**config.mk**
```make
export PLATFORM = sky130hd
export DESIGN_NAME = perceptual_deadband_filter
export DESIGN_NICKNAME = d
export VERILOG_FILES = /design/src/design/pdf_pkg.sv /design/src/design/pdf_mul.sv /design/src/design/pdf_seq.sv /design/src/design/perceptual_deadband_filter.sv
export SDC_FILE = /design/constraint.sdc
export NUM_CORES = 2
export LEC_CHECK = 0
export ABC_AREA = 1
export BUFFER_PORTS_ARGS = -buffer_cell sky130_fd_sc_hd__buf_2
export CAP_MARGIN = 40
export CORE_MARGIN = 4
export CORE_UTILIZATION = 45
export CTS_CLUSTER_DIAMETER = 120
export DETAILED_ROUTE_END_ITERATION = 7
export PLACE_DENSITY_LB_ADDON = 0.2
export SLEW_MARGIN = 20
export SYNTH_ARGS = -nofsm -noshare
export SYNTH_HDL_FRONTEND = slang
export SYNTH_SLANG_ARGS = --single-unit
```
**constraint.sdc**
```tcl
create_clock -name clk -period 8.03 [get_ports clk]
set_input_delay 0 -clock clk [delete_from_list [all_inputs] [get_ports clk]]
set_output_delay 0 -clock clk [all_outputs]
set_load 0.01 [all_outputs]
```
**src/design/pdf_pkg.sv**
```systemverilog
// Shared constants and types of the perceptual deadband filter.
package pdf_pkg;

  localparam int unsigned SAMPLE_BITS = 16;
  localparam int unsigned AXES        = 3;
  localparam int unsigned FIELDS      = 3;

  localparam int unsigned FRAC_BITS = 16;
  localparam int unsigned DB_BITS   = FRAC_BITS + 1;
  localparam logic [DB_BITS-1:0] DB_MAX   = DB_BITS'(1 << FRAC_BITS);
  localparam logic [DB_BITS-1:0] DB_RESET = DB_BITS'(6554);

  localparam int unsigned IN_W  = ((FIELDS * SAMPLE_BITS + 7) / 8) * 8;
  localparam int unsigned OUT_W = 8;

  localparam int unsigned SQ_BITS  = 2 * SAMPLE_BITS;
  localparam int unsigned SUM_BITS = SQ_BITS + ((AXES > 1) ? $clog2(AXES) : 0);
  localparam int unsigned MA_BITS  = SUM_BITS + DB_BITS;
  localparam int unsigned MB_BITS  = (SAMPLE_BITS > DB_BITS) ? SAMPLE_BITS : DB_BITS;
  localparam int unsigned P_BITS   = MA_BITS + MB_BITS;
  localparam int unsigned LHS_BITS = SUM_BITS + 2 * FRAC_BITS;

  localparam int unsigned STEP_BUBBLE = 2 * AXES;
  localparam int unsigned STEP_RHS1   = 2 * AXES + 1;
  localparam int unsigned STEP_RHS2   = 2 * AXES + 2;
  localparam int unsigned STEP_LAST   = 2 * AXES + 3;
  localparam int unsigned STEP_BITS   = $clog2(STEP_LAST + 1);

  typedef struct packed {
    logic                 busy;
    logic                 done;
    logic [STEP_BITS-1:0] step;
  } ctrl_t;

endpackage

```
**src/design/pdf_mul.sv**
```systemverilog
// Shared multiplier of the deadband filter with its registered product.
module pdf_mul (
  input  logic                         clk,
  input  logic                         en,
  input  logic [pdf_pkg::MA_BITS-1:0]  op_a,
  input  logic [pdf_pkg::MB_BITS-1:0]  op_b,
  output logic [pdf_pkg::P_BITS-1:0]   prod
);

  always_ff @(posedge clk) begin
    if (en) begin
      prod <= op_a * op_b;
    end
  end

endmodule

```
**src/design/pdf_seq.sv**
```systemverilog
// Step sequencer that drives the shared multiplier through one decision.
module pdf_seq (
  input  logic           clk,
  input  logic           rst,
  input  logic           start,
  input  logic           hold,
  output pdf_pkg::ctrl_t ctrl
);

  logic                          busy;
  logic [pdf_pkg::STEP_BITS-1:0] step;
  logic                          at_last;

  assign at_last   = (step == pdf_pkg::STEP_BITS'(pdf_pkg::STEP_LAST));
  assign ctrl.busy = busy;
  assign ctrl.done = busy && at_last;
  assign ctrl.step = step;

  always_ff @(posedge clk) begin
    if (rst) begin
      busy <= 1'b0;
      step <= '0;
    end else if (start) begin
      busy <= 1'b1;
      step <= '0;
    end else if (busy) begin
      if (at_last) begin
        // The last step waits here while the result word is still unclaimed.
        if (!hold) begin
          busy <= 1'b0;
        end
      end else begin
        step <= step + 1'b1;
      end
    end
  end

endmodule

```
**src/design/perceptual_deadband_filter.sv**
```systemverilog
// Top level of the perceptual deadband filter: lanes, accumulators and result register.
//
//   channel  signals                          word contents (lowest bit first)
//   s_*      s_tvalid s_tready s_tdata[47:0]  sample_x, sample_y, sample_z
//   m_*      m_tvalid m_tready m_tdata[7:0]   transmit, then seven zero bits
//   cfg_*    cfg_valid cfg_ready cfg_data     deadband_fraction (Q1.16)
//
// One vector is handled at a time. After a word is taken on s_* the sequencer runs
// 2*AXES+4 steps (10 for three axes) through the single shared multiplier, and no new
// word is taken until it has finished and its result is in the output register.
// Reset clears the sequencer, the result valid flag and the reference-held flag and
// loads the deadband with 6554; the stored reference vector itself is not cleared.
// A stall on m_* holds the final step, and s_tready stays low until the result is
// placed in the output register.
module perceptual_deadband_filter (
  input  logic                       clk,
  input  logic                       rst,
  // sample_x [15:0], sample_y [31:16], sample_z [47:32]
  input  logic [pdf_pkg::IN_W-1:0]   s_tdata,
  input  logic                       s_tvalid,
  output logic                       s_tready,
  // transmit [0], zero padding [7:1]
  output logic [pdf_pkg::OUT_W-1:0]  m_tdata,
  output logic                       m_tvalid,
  input  logic                       m_tready,
  input  logic [pdf_pkg::DB_BITS-1:0] cfg_data,
  input  logic                       cfg_valid,
  output logic                       cfg_ready
);

  localparam int unsigned SB = pdf_pkg::SAMPLE_BITS;

  pdf_pkg::ctrl_t ctrl;

  logic [pdf_pkg::DB_BITS-1:0] deadband;
  logic [pdf_pkg::DB_BITS-1:0] k_sat;
  logic                        accept;
  logic                        hold;
  logic                        have_ref;
  logic                        transmit;

  // Per-axis lanes: the incoming vector, the stored reference and their magnitudes.
  logic [SB-1:0] samp  [pdf_pkg::AXES];
  logic [SB-1:0] cur   [pdf_pkg::AXES];
  logic [SB-1:0] refv  [pdf_pkg::AXES];
  logic [SB:0]   dwide [pdf_pkg::AXES];
  logic [SB:0]   negd  [pdf_pkg::AXES];
  logic [SB:0]   negr  [pdf_pkg::AXES];
  logic [SB-1:0] absd  [pdf_pkg::AXES];
  logic [SB-1:0] absr  [pdf_pkg::AXES];
  logic [SB-1:0] adiff [pdf_pkg::AXES];
  logic [SB-1:0] aref  [pdf_pkg::AXES];

  logic [pdf_pkg::SUM_BITS-1:0] dsum;
  logic [pdf_pkg::SUM_BITS-1:0] rsum;
  logic [pdf_pkg::MA_BITS-1:0]  op_a;
  logic [pdf_pkg::MB_BITS-1:0]  op_b;
  logic [pdf_pkg::P_BITS-1:0]   prod;
  logic [pdf_pkg::LHS_BITS-1:0] lhs;
  logic                         send;

  // The deadband register accepts a write in any cycle.
  assign cfg_ready = 1'b1;

  always_ff @(posedge clk) begin
    if (rst) begin
      deadband <= pdf_pkg::DB_RESET;
    end else if (cfg_valid) begin
      deadband <= cfg_data;
    end
  end

  assign s_tready = !ctrl.busy;
  assign accept   = s_tvalid && s_tready;
  assign hold     = m_tvalid && !m_tready;

  // Difference and reference magnitudes are formed lane by lane as the word arrives.
  always_comb begin
    for (int i = 0; i < pdf_pkg::AXES; i++) begin
      samp[i]  = s_tdata[i*SB +: SB];
      dwide[i] = {samp[i][SB-1], samp[i]} - {refv[i][SB-1], refv[i]};
      negd[i]  = -dwide[i];
      negr[i]  = -{refv[i][SB-1], refv[i]};
      absd[i]  = dwide[i][SB] ? negd[i][SB-1:0] : dwide[i][SB-1:0];
      absr[i]  = refv[i][SB-1] ? negr[i][SB-1:0] : refv[i];
    end
  end

  always_ff @(posedge clk) begin
    if (accept) begin
      for (int i = 0; i < pdf_pkg::AXES; i++) begin
        cur[i]   <= samp[i];
        adiff[i] <= absd[i];
        aref[i]  <= absr[i];
      end
      k_sat <= (deadband > pdf_pkg::DB_MAX) ? pdf_pkg::DB_MAX : deadband;
    end
  end

  pdf_seq u_seq (
    .clk   (clk),
    .rst   (rst),
    .start (accept),
    .hold  (hold),
    .ctrl  (ctrl)
  );

  // Operand selection: difference squares, then reference squares, one empty step
  // while the last square is summed, then two multiplications by k.
  always_comb begin
    op_a = '0;
    op_b = '0;
    for (int i = 0; i < pdf_pkg::AXES; i++) begin
      if (ctrl.step == pdf_pkg::STEP_BITS'(i)) begin
        op_a = pdf_pkg::MA_BITS'(adiff[i]);
        op_b = pdf_pkg::MB_BITS'(adiff[i]);
      end
      if (ctrl.step == pdf_pkg::STEP_BITS'(pdf_pkg::AXES + i)) begin
        op_a = pdf_pkg::MA_BITS'(aref[i]);
        op_b = pdf_pkg::MB_BITS'(aref[i]);
      end
    end
    if (ctrl.step == pdf_pkg::STEP_BITS'(pdf_pkg::STEP_RHS1)) begin
      op_a = pdf_pkg::MA_BITS'(rsum);
      op_b = pdf_pkg::MB_BITS'(k_sat);
    end
    if (ctrl.step == pdf_pkg::STEP_BITS'(pdf_pkg::STEP_RHS2)) begin
      op_a = prod[pdf_pkg::MA_BITS-1:0];
      op_b = pdf_pkg::MB_BITS'(k_sat);
    end
  end

  pdf_mul u_mul (
    .clk  (clk),
    .en   (ctrl.busy && !ctrl.done),
    .op_a (op_a),
    .op_b (op_b),
    .prod (prod)
  );

  // Each square is added to its sum as it leaves the registered product.
  always_ff @(posedge clk) begin
    if (accept) begin
      dsum <= '0;
      rsum <= '0;
    end else if (ctrl.busy) begin
      if (ctrl.step >= pdf_pkg::STEP_BITS'(1) &&
          ctrl.step <= pdf_pkg::STEP_BITS'(pdf_pkg::AXES)) begin
        dsum <= dsum + pdf_pkg::SUM_BITS'(prod[pdf_pkg::SQ_BITS-1:0]);
      end else if (ctrl.step >= pdf_pkg::STEP_BITS'(pdf_pkg::AXES + 1) &&
                   ctrl.step <= pdf_pkg::STEP_BITS'(pdf_pkg::STEP_BUBBLE)) begin
        rsum <= rsum + pdf_pkg::SUM_BITS'(prod[pdf_pkg::SQ_BITS-1:0]);
      end
    end
  end

  // |d|^2 scaled by 2^32 against k^2 |r|^2, both exact; the first vector always goes.
  assign lhs  = {dsum, {(2 * pdf_pkg::FRAC_BITS){1'b0}}};
  assign send = !have_ref || (pdf_pkg::P_BITS'(lhs) > prod);

  always_ff @(posedge clk) begin
    if (ctrl.done && !hold) begin
      transmit <= send;
      if (send) begin
        for (int i = 0; i < pdf_pkg::AXES; i++) begin
          refv[i] <= cur[i];
        end
      end
    end
  end

  always_ff @(posedge clk) begin
    if (rst) begin
      m_tvalid <= 1'b0;
      have_ref <= 1'b0;
    end else begin
      if (ctrl.done && !hold) begin
        m_tvalid <= 1'b1;
        if (send) begin
          have_ref <= 1'b1;
        end
      end else if (m_tready) begin
        m_tvalid <= 1'b0;
      end
    end
  end

  assign m_tdata = {(pdf_pkg::OUT_W - 1)'(0), transmit};

  // A taken word always starts the sequencer.
  a_accept_starts: assert property (@(posedge clk) disable iff (rst)
    accept |=> ctrl.busy && ctrl.step == '0)
    else $error("accepted word did not start the sequencer");

  // A finished decision with a free output register becomes a result word.
  a_done_delivers: assert property (@(posedge clk) disable iff (rst)
    ctrl.done && !hold |=> m_tvalid && !ctrl.busy)
    else $error("finished decision was not presented");

  // The reference is first held only through a transmitted word.
  a_first_sends: assert property (@(posedge clk) disable iff (rst)
    $rose(have_ref) |-> m_tvalid && m_tdata[0])
    else $error("first vector after reset was not transmitted");

  // No new word while a stalled result would be overwritten.
  a_no_overrun: assert property (@(posedge clk) disable iff (rst)
    hold && !ctrl.busy |=> !(m_tvalid && $changed(m_tdata)))
    else $error("stalled result changed");

endmodule

```
== After elaboration in Yosys (flattened, before gate mapping) ==
Memory sizes are Yosys's and may differ from the RTL's.
Cells that the tools add are included.
Operators by class
  add/subtract/negate cells: 12
  $mul: 1
  magnitude comparators: 6
  eq/ne operators: 8
  muxes and demuxes: 33
  bitwise operators: 2
  reductions and logical operators: 20
Operator list (count)
  two-way mux 51 bit: 7
  two-way mux 16 bit: 8
  two-way mux 17 bit: 7
  negator 16 bit: 6
  adder 34 x 32 -> 34 bit: 2
  greater-than comparator 66 x 68 -> 1 bit: 1
  multiplier 51 x 17 -> 68 bit: 1
  subtractor 16 x 16 -> 17 bit: 3
  greater-than comparator 17 bit, second input constant: 1
  == test 4 x 3 -> 1 bit, second input constant: 3
  two-way mux 1 bit: 11
  == test 4 x 2 -> 1 bit, second input constant: 2
  == test 4 bit, second input constant: 2
  logical AND 1 bit: 7
  AND reduction 2 bit: 3
  logical NOT 1 bit: 5
  adder 4 x 1 -> 4 bit, second input constant: 1
  == test 4 x 1 -> 1 bit, second input constant: 1
  >= comparator 4 x 1 -> 1 bit, second input constant: 1
  >= comparator 4 x 3 -> 1 bit, second input constant: 1
  <= comparator 4 x 2 -> 1 bit, second input constant: 1
  <= comparator 4 x 3 -> 1 bit, second input constant: 1
  logical NOT 4 bit: 1
  AND reduction 3 bit: 1
  other kinds (4): 5
Storage, ports and cells
  register bits: 178
  memory bits (writable): 192
  bits of input ports: 70
  output and inout port bits: 11
  word-level logic and storage cells: 96
  memories kept: 4
Memories
  adiff: words 3, bits a word 16, read ports 3, clocked after Yosys merged registers in 0, wr ports 3, RTL line perceptual_deadband_filter.sv:51  | logic [SB-1:0] adiff [pdf_pkg::AXES];
  aref: words 3, bits a word 16, read ports 3, clocked after Yosys merged registers in 0, wr ports 3, RTL line perceptual_deadband_filter.sv:52  | logic [SB-1:0] aref [pdf_pkg::AXES];
  cur: words 3, bits a word 16, read ports 3, clocked after Yosys merged registers in 0, wr ports 3, RTL line perceptual_deadband_filter.sv:44  | logic [SB-1:0] cur [pdf_pkg::AXES];
  refv: words 3, bits a word 16, read ports 3, clocked after Yosys merged registers in 0, wr ports 3, RTL line perceptual_deadband_filter.sv:45  | logic [SB-1:0] refv [pdf_pkg::AXES];

== Longest topological paths before layout ==
  word-level depth: 10
  mapped depth: 40
  depth with buffers taken out: 37

== By module ==
From an unflattened synthesis, not the netlist that was laid out.
Second synthesis, totals
  cell total of the unflattened synthesis: 7143
  area total of the unflattened synthesis: 53048.4 um2
Modules (own cells, without submodules)
  pdf_mul: instances 1, cells each 4341, area an instance 31765.5 um2, sequential area each 2042.0 um2
  perceptual_deadband_filter: instances 1, cells each 2764, area an instance 20983.9 um2, sequential area each 8047.7 um2
  pdf_seq: instances 1, cells each 38, area an instance 299.0 um2, sequential area each 100.1 um2

== Worst setup path after synthesis ==
OpenSTA, ideal clock, no wires.
  kind: flip-flop to flip-flop
  start point: register u_seq.step[0] in the netlist's numbering
  end point: register u_mul.prod[46] in the netlist's numbering (data pin)
  setup time: 252 ps
  arrival time: 6421 ps
  data required time: 7778 ps
  setup slack: 1356 ps
  cell stages (with the launch flop): 36
  path buffers: 3
  clock period less this slack: 6674 ps
  path through: dfxtp_1 -> ha_1 -> buf_2 -> inv_2 -> nand3_2 -> buf_2 -> o21ai_1 -> nand2_1 -> nand4_1 -> o211ai_1 -> nand2_1 -> o21ai_2 -> inv_2 -> buf_6 -> nand2_1 -> fa_1 -> fa_1 -> fa_1 -> fa_1 -> inv_1 -> fa_1 -> inv_1 -> fa_1 -> inv_1 -> ha_1 -> nand2_1 -> nor2_1 -> nand4_1 -> o211ai_1 -> nand2_1 -> nand2_1 -> nand2_1 -> nand2_1 -> nand3_1 -> nand3_1 -> nand2_1
On the way
  word-level cells in the longest chain between the ends: 10
  elaborated cells on any way between the ends: 25
  classes of those cells: mul (1); eq/ne (7); mux (16); reduce/logical (1)
RTL lines
  from (decl): RTL line pdf_seq.sv:11  | logic [pdf_pkg::STEP_BITS-1:0] step;
  from (signal assigned): RTL line pdf_seq.sv:33  | step <= step + 1'b1;
  logical NOT 4 bit: RTL line perceptual_deadband_filter.sv:114  | if (ctrl.step == pdf_pkg::STEP_BITS'(i)) begin
  two-way mux 16 bit: RTL line perceptual_deadband_filter.sv:114
  two-way mux 51 bit / two-way mux 17 bit (equally long branches): RTL line perceptual_deadband_filter.sv:118  | if (ctrl.step == pdf_pkg::STEP_BITS'(pdf_pkg::AXES + i)) begin
  two-way mux 51 bit / two-way mux 17 bit (equally long branches): RTL line perceptual_deadband_filter.sv:114
  two-way mux 51 bit / two-way mux 17 bit (equally long branches): RTL line perceptual_deadband_filter.sv:118
  two-way mux 51 bit / two-way mux 17 bit (equally long branches): RTL line perceptual_deadband_filter.sv:114
  two-way mux 51 bit / two-way mux 17 bit (equally long branches): RTL line perceptual_deadband_filter.sv:118
  two-way mux 51 bit / two-way mux 17 bit (equally long branches): RTL line perceptual_deadband_filter.sv:123  | if (ctrl.step == pdf_pkg::STEP_BITS'(pdf_pkg::STEP_RHS1)) begin
  two-way mux 51 bit / two-way mux 17 bit (equally long branches): RTL line perceptual_deadband_filter.sv:127  | if (ctrl.step == pdf_pkg::STEP_BITS'(pdf_pkg::STEP_RHS2)) begin
  multiplier 51 x 17 -> 68 bit (*): RTL line pdf_mul.sv:12  | prod <= op_a * op_b;
  to (signal assigned): RTL line pdf_mul.sv:12
  to (decl): RTL line pdf_mul.sv:7  | output logic [pdf_pkg::P_BITS-1:0] prod
Every way passes the cells marked *; elsewhere a longest branch is shown, timed or not.
A chain may end at the register's enable or synchronous reset.

== Worst setup path after layout ==
  start point: register u_seq.step[0] in the netlist's numbering
  end point: register u_mul.prod[59] in the netlist's numbering (data pin)
The elaborated chain is that of the path after synthesis.

==> metrics.cfg <==
[power]
seq_power_share_pct = 13.5
p_sw_w = 0.0120
p_per_area_mw_per_mm2 = 400
total_power_w = 0.0229
max-vdd-ir-drop_mv = 1.36
comb_power_share_pct = 76.7
p_clk_share_pct = 9.8
p_leak_nw = 28.4
swShare_pct = 52.5
internal_power_w = 0.0109

[die]
fp-row-count = 123
die_area_mm2 = 0.119
die_x_um = 344
die_h_um = 344
floorplan.initialDensity_pct = 45.3
core_mm2 = 0.112
io_pins = 81

[critical_path]
max_stage_delay_ps = 550
slowest_stage = fa_1
worstSetupStartpointType = flip-flop
worstPathMaxFanout = 12
path_class = reg -> reg
end_kind = flip-flop
crit_required_ps = 8430
arrival_ps = 8270

[routing]
finalWirelength_mm = 175
drt-initial-drc-count = 3720
dr.pass1.iters = 6
via_per_inst = 5.29
wl_per_cell_um = 21.0
vias = 44117
detail-route-antenna-nets = 0
drc = 0

[grt]
grt_util_all_layers_pct = 29.6
antenna_found_initial = 6
grt.overflow.total = 0
grt_pass1_wl_mm = 265
grt_pass1_vias = 44400
grt_max_degree = 161

[outcome]
outcome = finished clean

[clock_tree]
clockBufferDepth = 3
cts_tree = built
cts_sinks = 370
clock_latency_ps = 640
cts_buffers = 46
h-tree-depth = 2
clkSlewWorstSetupHoldPaths_ps = 60
cts_root_buf = clkbuf_16

[sta]
layout_min_cycle_time_ps = 7880
tightest_slew_ps = 930
grt_setup_unrepaired = yes
maxSlewViolCount = 0
hold_viol = 0
finalSetupViolations = 0
clock_skew_ps = 38.0
fin_crit_sh_pct = 98.1
relSlewSlack_pct = 38.0
fmax_mhz = 127
fin_setup_tns_ps = 0

[layout]
final_util_pct = 50.9
final_nets = 7902
drive_gt1_share_pct = 7.76
area_growth_pct = 12.4

[synthesis]
postSynthCellCount = 6500
synth_area_leader_cell = fa_1
synthTopCellsByArea = fa_1 29%, edfxtp_1 16%, nand2_1 11%, inv_1 11%, ha_1 7.3%
yosysUniqueCellTypes = 52
synthArstFlopShare_pct = 0
netlist_area_mm2 = 0.0510
ys_ff_latch = 370
yosysWarnings = 0
synth_top_area_share_pct = 29.0
synth.avg_cell_area_um2 = 7.84
seq_area_frac_synth_pct = 20.0
ys.flop_type = edfxtp_1
synth_enable_flop_cells = 278

[placement]
place.gp.congestion = 1.03
port_buffers = 72
dpl.hpwl_mm = 143

[worst_hold_path]
hold_path_class = in -> reg

[job]
maxCapViolCount = 0

-- area by class of cell --
class | count | area [µm²]
sequential | 370 | 10200
multi-input combinational | 4444 | 34300
inverter | 1502 | 5710
fill | 10951 | 55200
antenna | 1 | 2.50
clock buffer | 57 | 1280
tap | 1500 | 1880
timing repair buffer | 431 | 3540
clock inverter | 27 | 359
-- cells in the mapped netlist, types with 28 or more instances --
cell	instances
buf_4	30
ha_1	298
nand4_1	56
nor2_1	661
xor2_1	121
buf_2	82
clkbuf_1	60
o21ai_0	226
o211ai_1	28
inv_2	28
edfxtp_1	278
nor3_1	41
o21bai_1	33
a21oi_1	312
xnor2_1	46
nand2_1	1481
nand3_1	201
fa_1	739
inv_1	1469
dfxtp_1	92
-- timing repair --
item | in CTS | in global routing
pin swaps | 1 | 11
hold endpoints to repair | 77 | 0
hold buffers | 83 | 0
resized for setup | 7 | 80
endpoints found under the setup margin | 41 | 42
gates cloned | 0 | 1
setup buffers | 1 | 22
-- worst paths after layout --
kind,start,end,slack [ps],depth (start not counted)
worst max-delay path,u_seq.step[0],u_mul.prod[59],150,35
worst min-delay path,s_tdata[32],cur[0][32],100,2
worst min register to register,cur[0][38],refv[0][38],400,0
worst max register to register,u_seq.step[0],u_mul.prod[59],150,35
-- flip-flops by register name, summed over array words and instances (netlist names), 4 cells and up --
| name | flops |
|---|---|
| cur | 48 |
| rsum | 34 |
| refv | 48 |
| u_mul.prod | 68 |
| deadband | 17 |
| aref | 48 |
| adiff | 48 |
| k_sat | 17 |
| dsum | 34 |
| u_seq.step | 4 |
-- kinds of logic (layout without fill, tap and decap cells) --
family                   after synthesis  after routing  share of synthesized area, %
XOR/XNOR                             167            167                          2.87
other                                  2              9                        0.0147
flip-flops                           370            370                          20.0
AND/OR/NAND/NOR                     2508           2508                          19.8
adder cells (fa/ha/maj)             1037           1037                          36.4
buffers and inverters               1692           2017                          13.1
AO/OA/AOI/OAI                        724            724                          7.87
-- metrics by stage --
stage	setup slack, ps	hold slack [ps]	cells	instance area [µm²]
detailed placement	-348	195	8140	54300
global route	-81.5	96.6	8331	57300
CTS	-9.17	63.3	8308	56800
floorplan	1360	98.9	6506	51000
finish	155	98.2	8332	57300
global placement	-263	193	8137	54300
-- critical path: cells and delay by family, from the launching register on --
family                   cells  cell delay, ps
AO/OA/AOI/OAI                3             410
flip-flops                   1             350
adder cells (fa/ha/maj)      8            3650
AND/OR/NAND/NOR             14            1920
buffers and inverters       10            1290
-- power by group through the flow --
stage               sequential, W  combinational [W]  clock [W]
floorplan                 0.00296             0.0103          0
detailed placement        0.00312             0.0171          0
CTS                       0.00309             0.0173    0.00228
global route              0.00310             0.0193    0.00236
global placement          0.00313             0.0170          0
finish                    0.00310             0.0176    0.00224
-- cells in the final DEF, fill, tap and decap left out, types with 56 or more instances in the layout --
| cell type | n |
|---|---|
| dfxtp_1 | 92 |
| xor2_1 | 120 |
| buf_2 | 72 |
| buf_4 | 248 |
| ha_1 | 292 |
| nand3_1 | 200 |
| fa_1 | 739 |
| edfxtp_1 | 278 |
| o21ai_0 | 218 |
| nand2_1 | 1473 |
| a21oi_1 | 305 |
| nor2_1 | 652 |
| dlygate4sd3_1 | 83 |
| nand4_1 | 56 |
| inv_1 | 1460 |
-- per-layer routing --
layer	routed length, µm	track usage (%)
met1	69600	38.1
met2	81400	49.0
met3	14100	4.93
met4	10300	13.7
met5	11	0
Power figures use the tool's default switching activity.
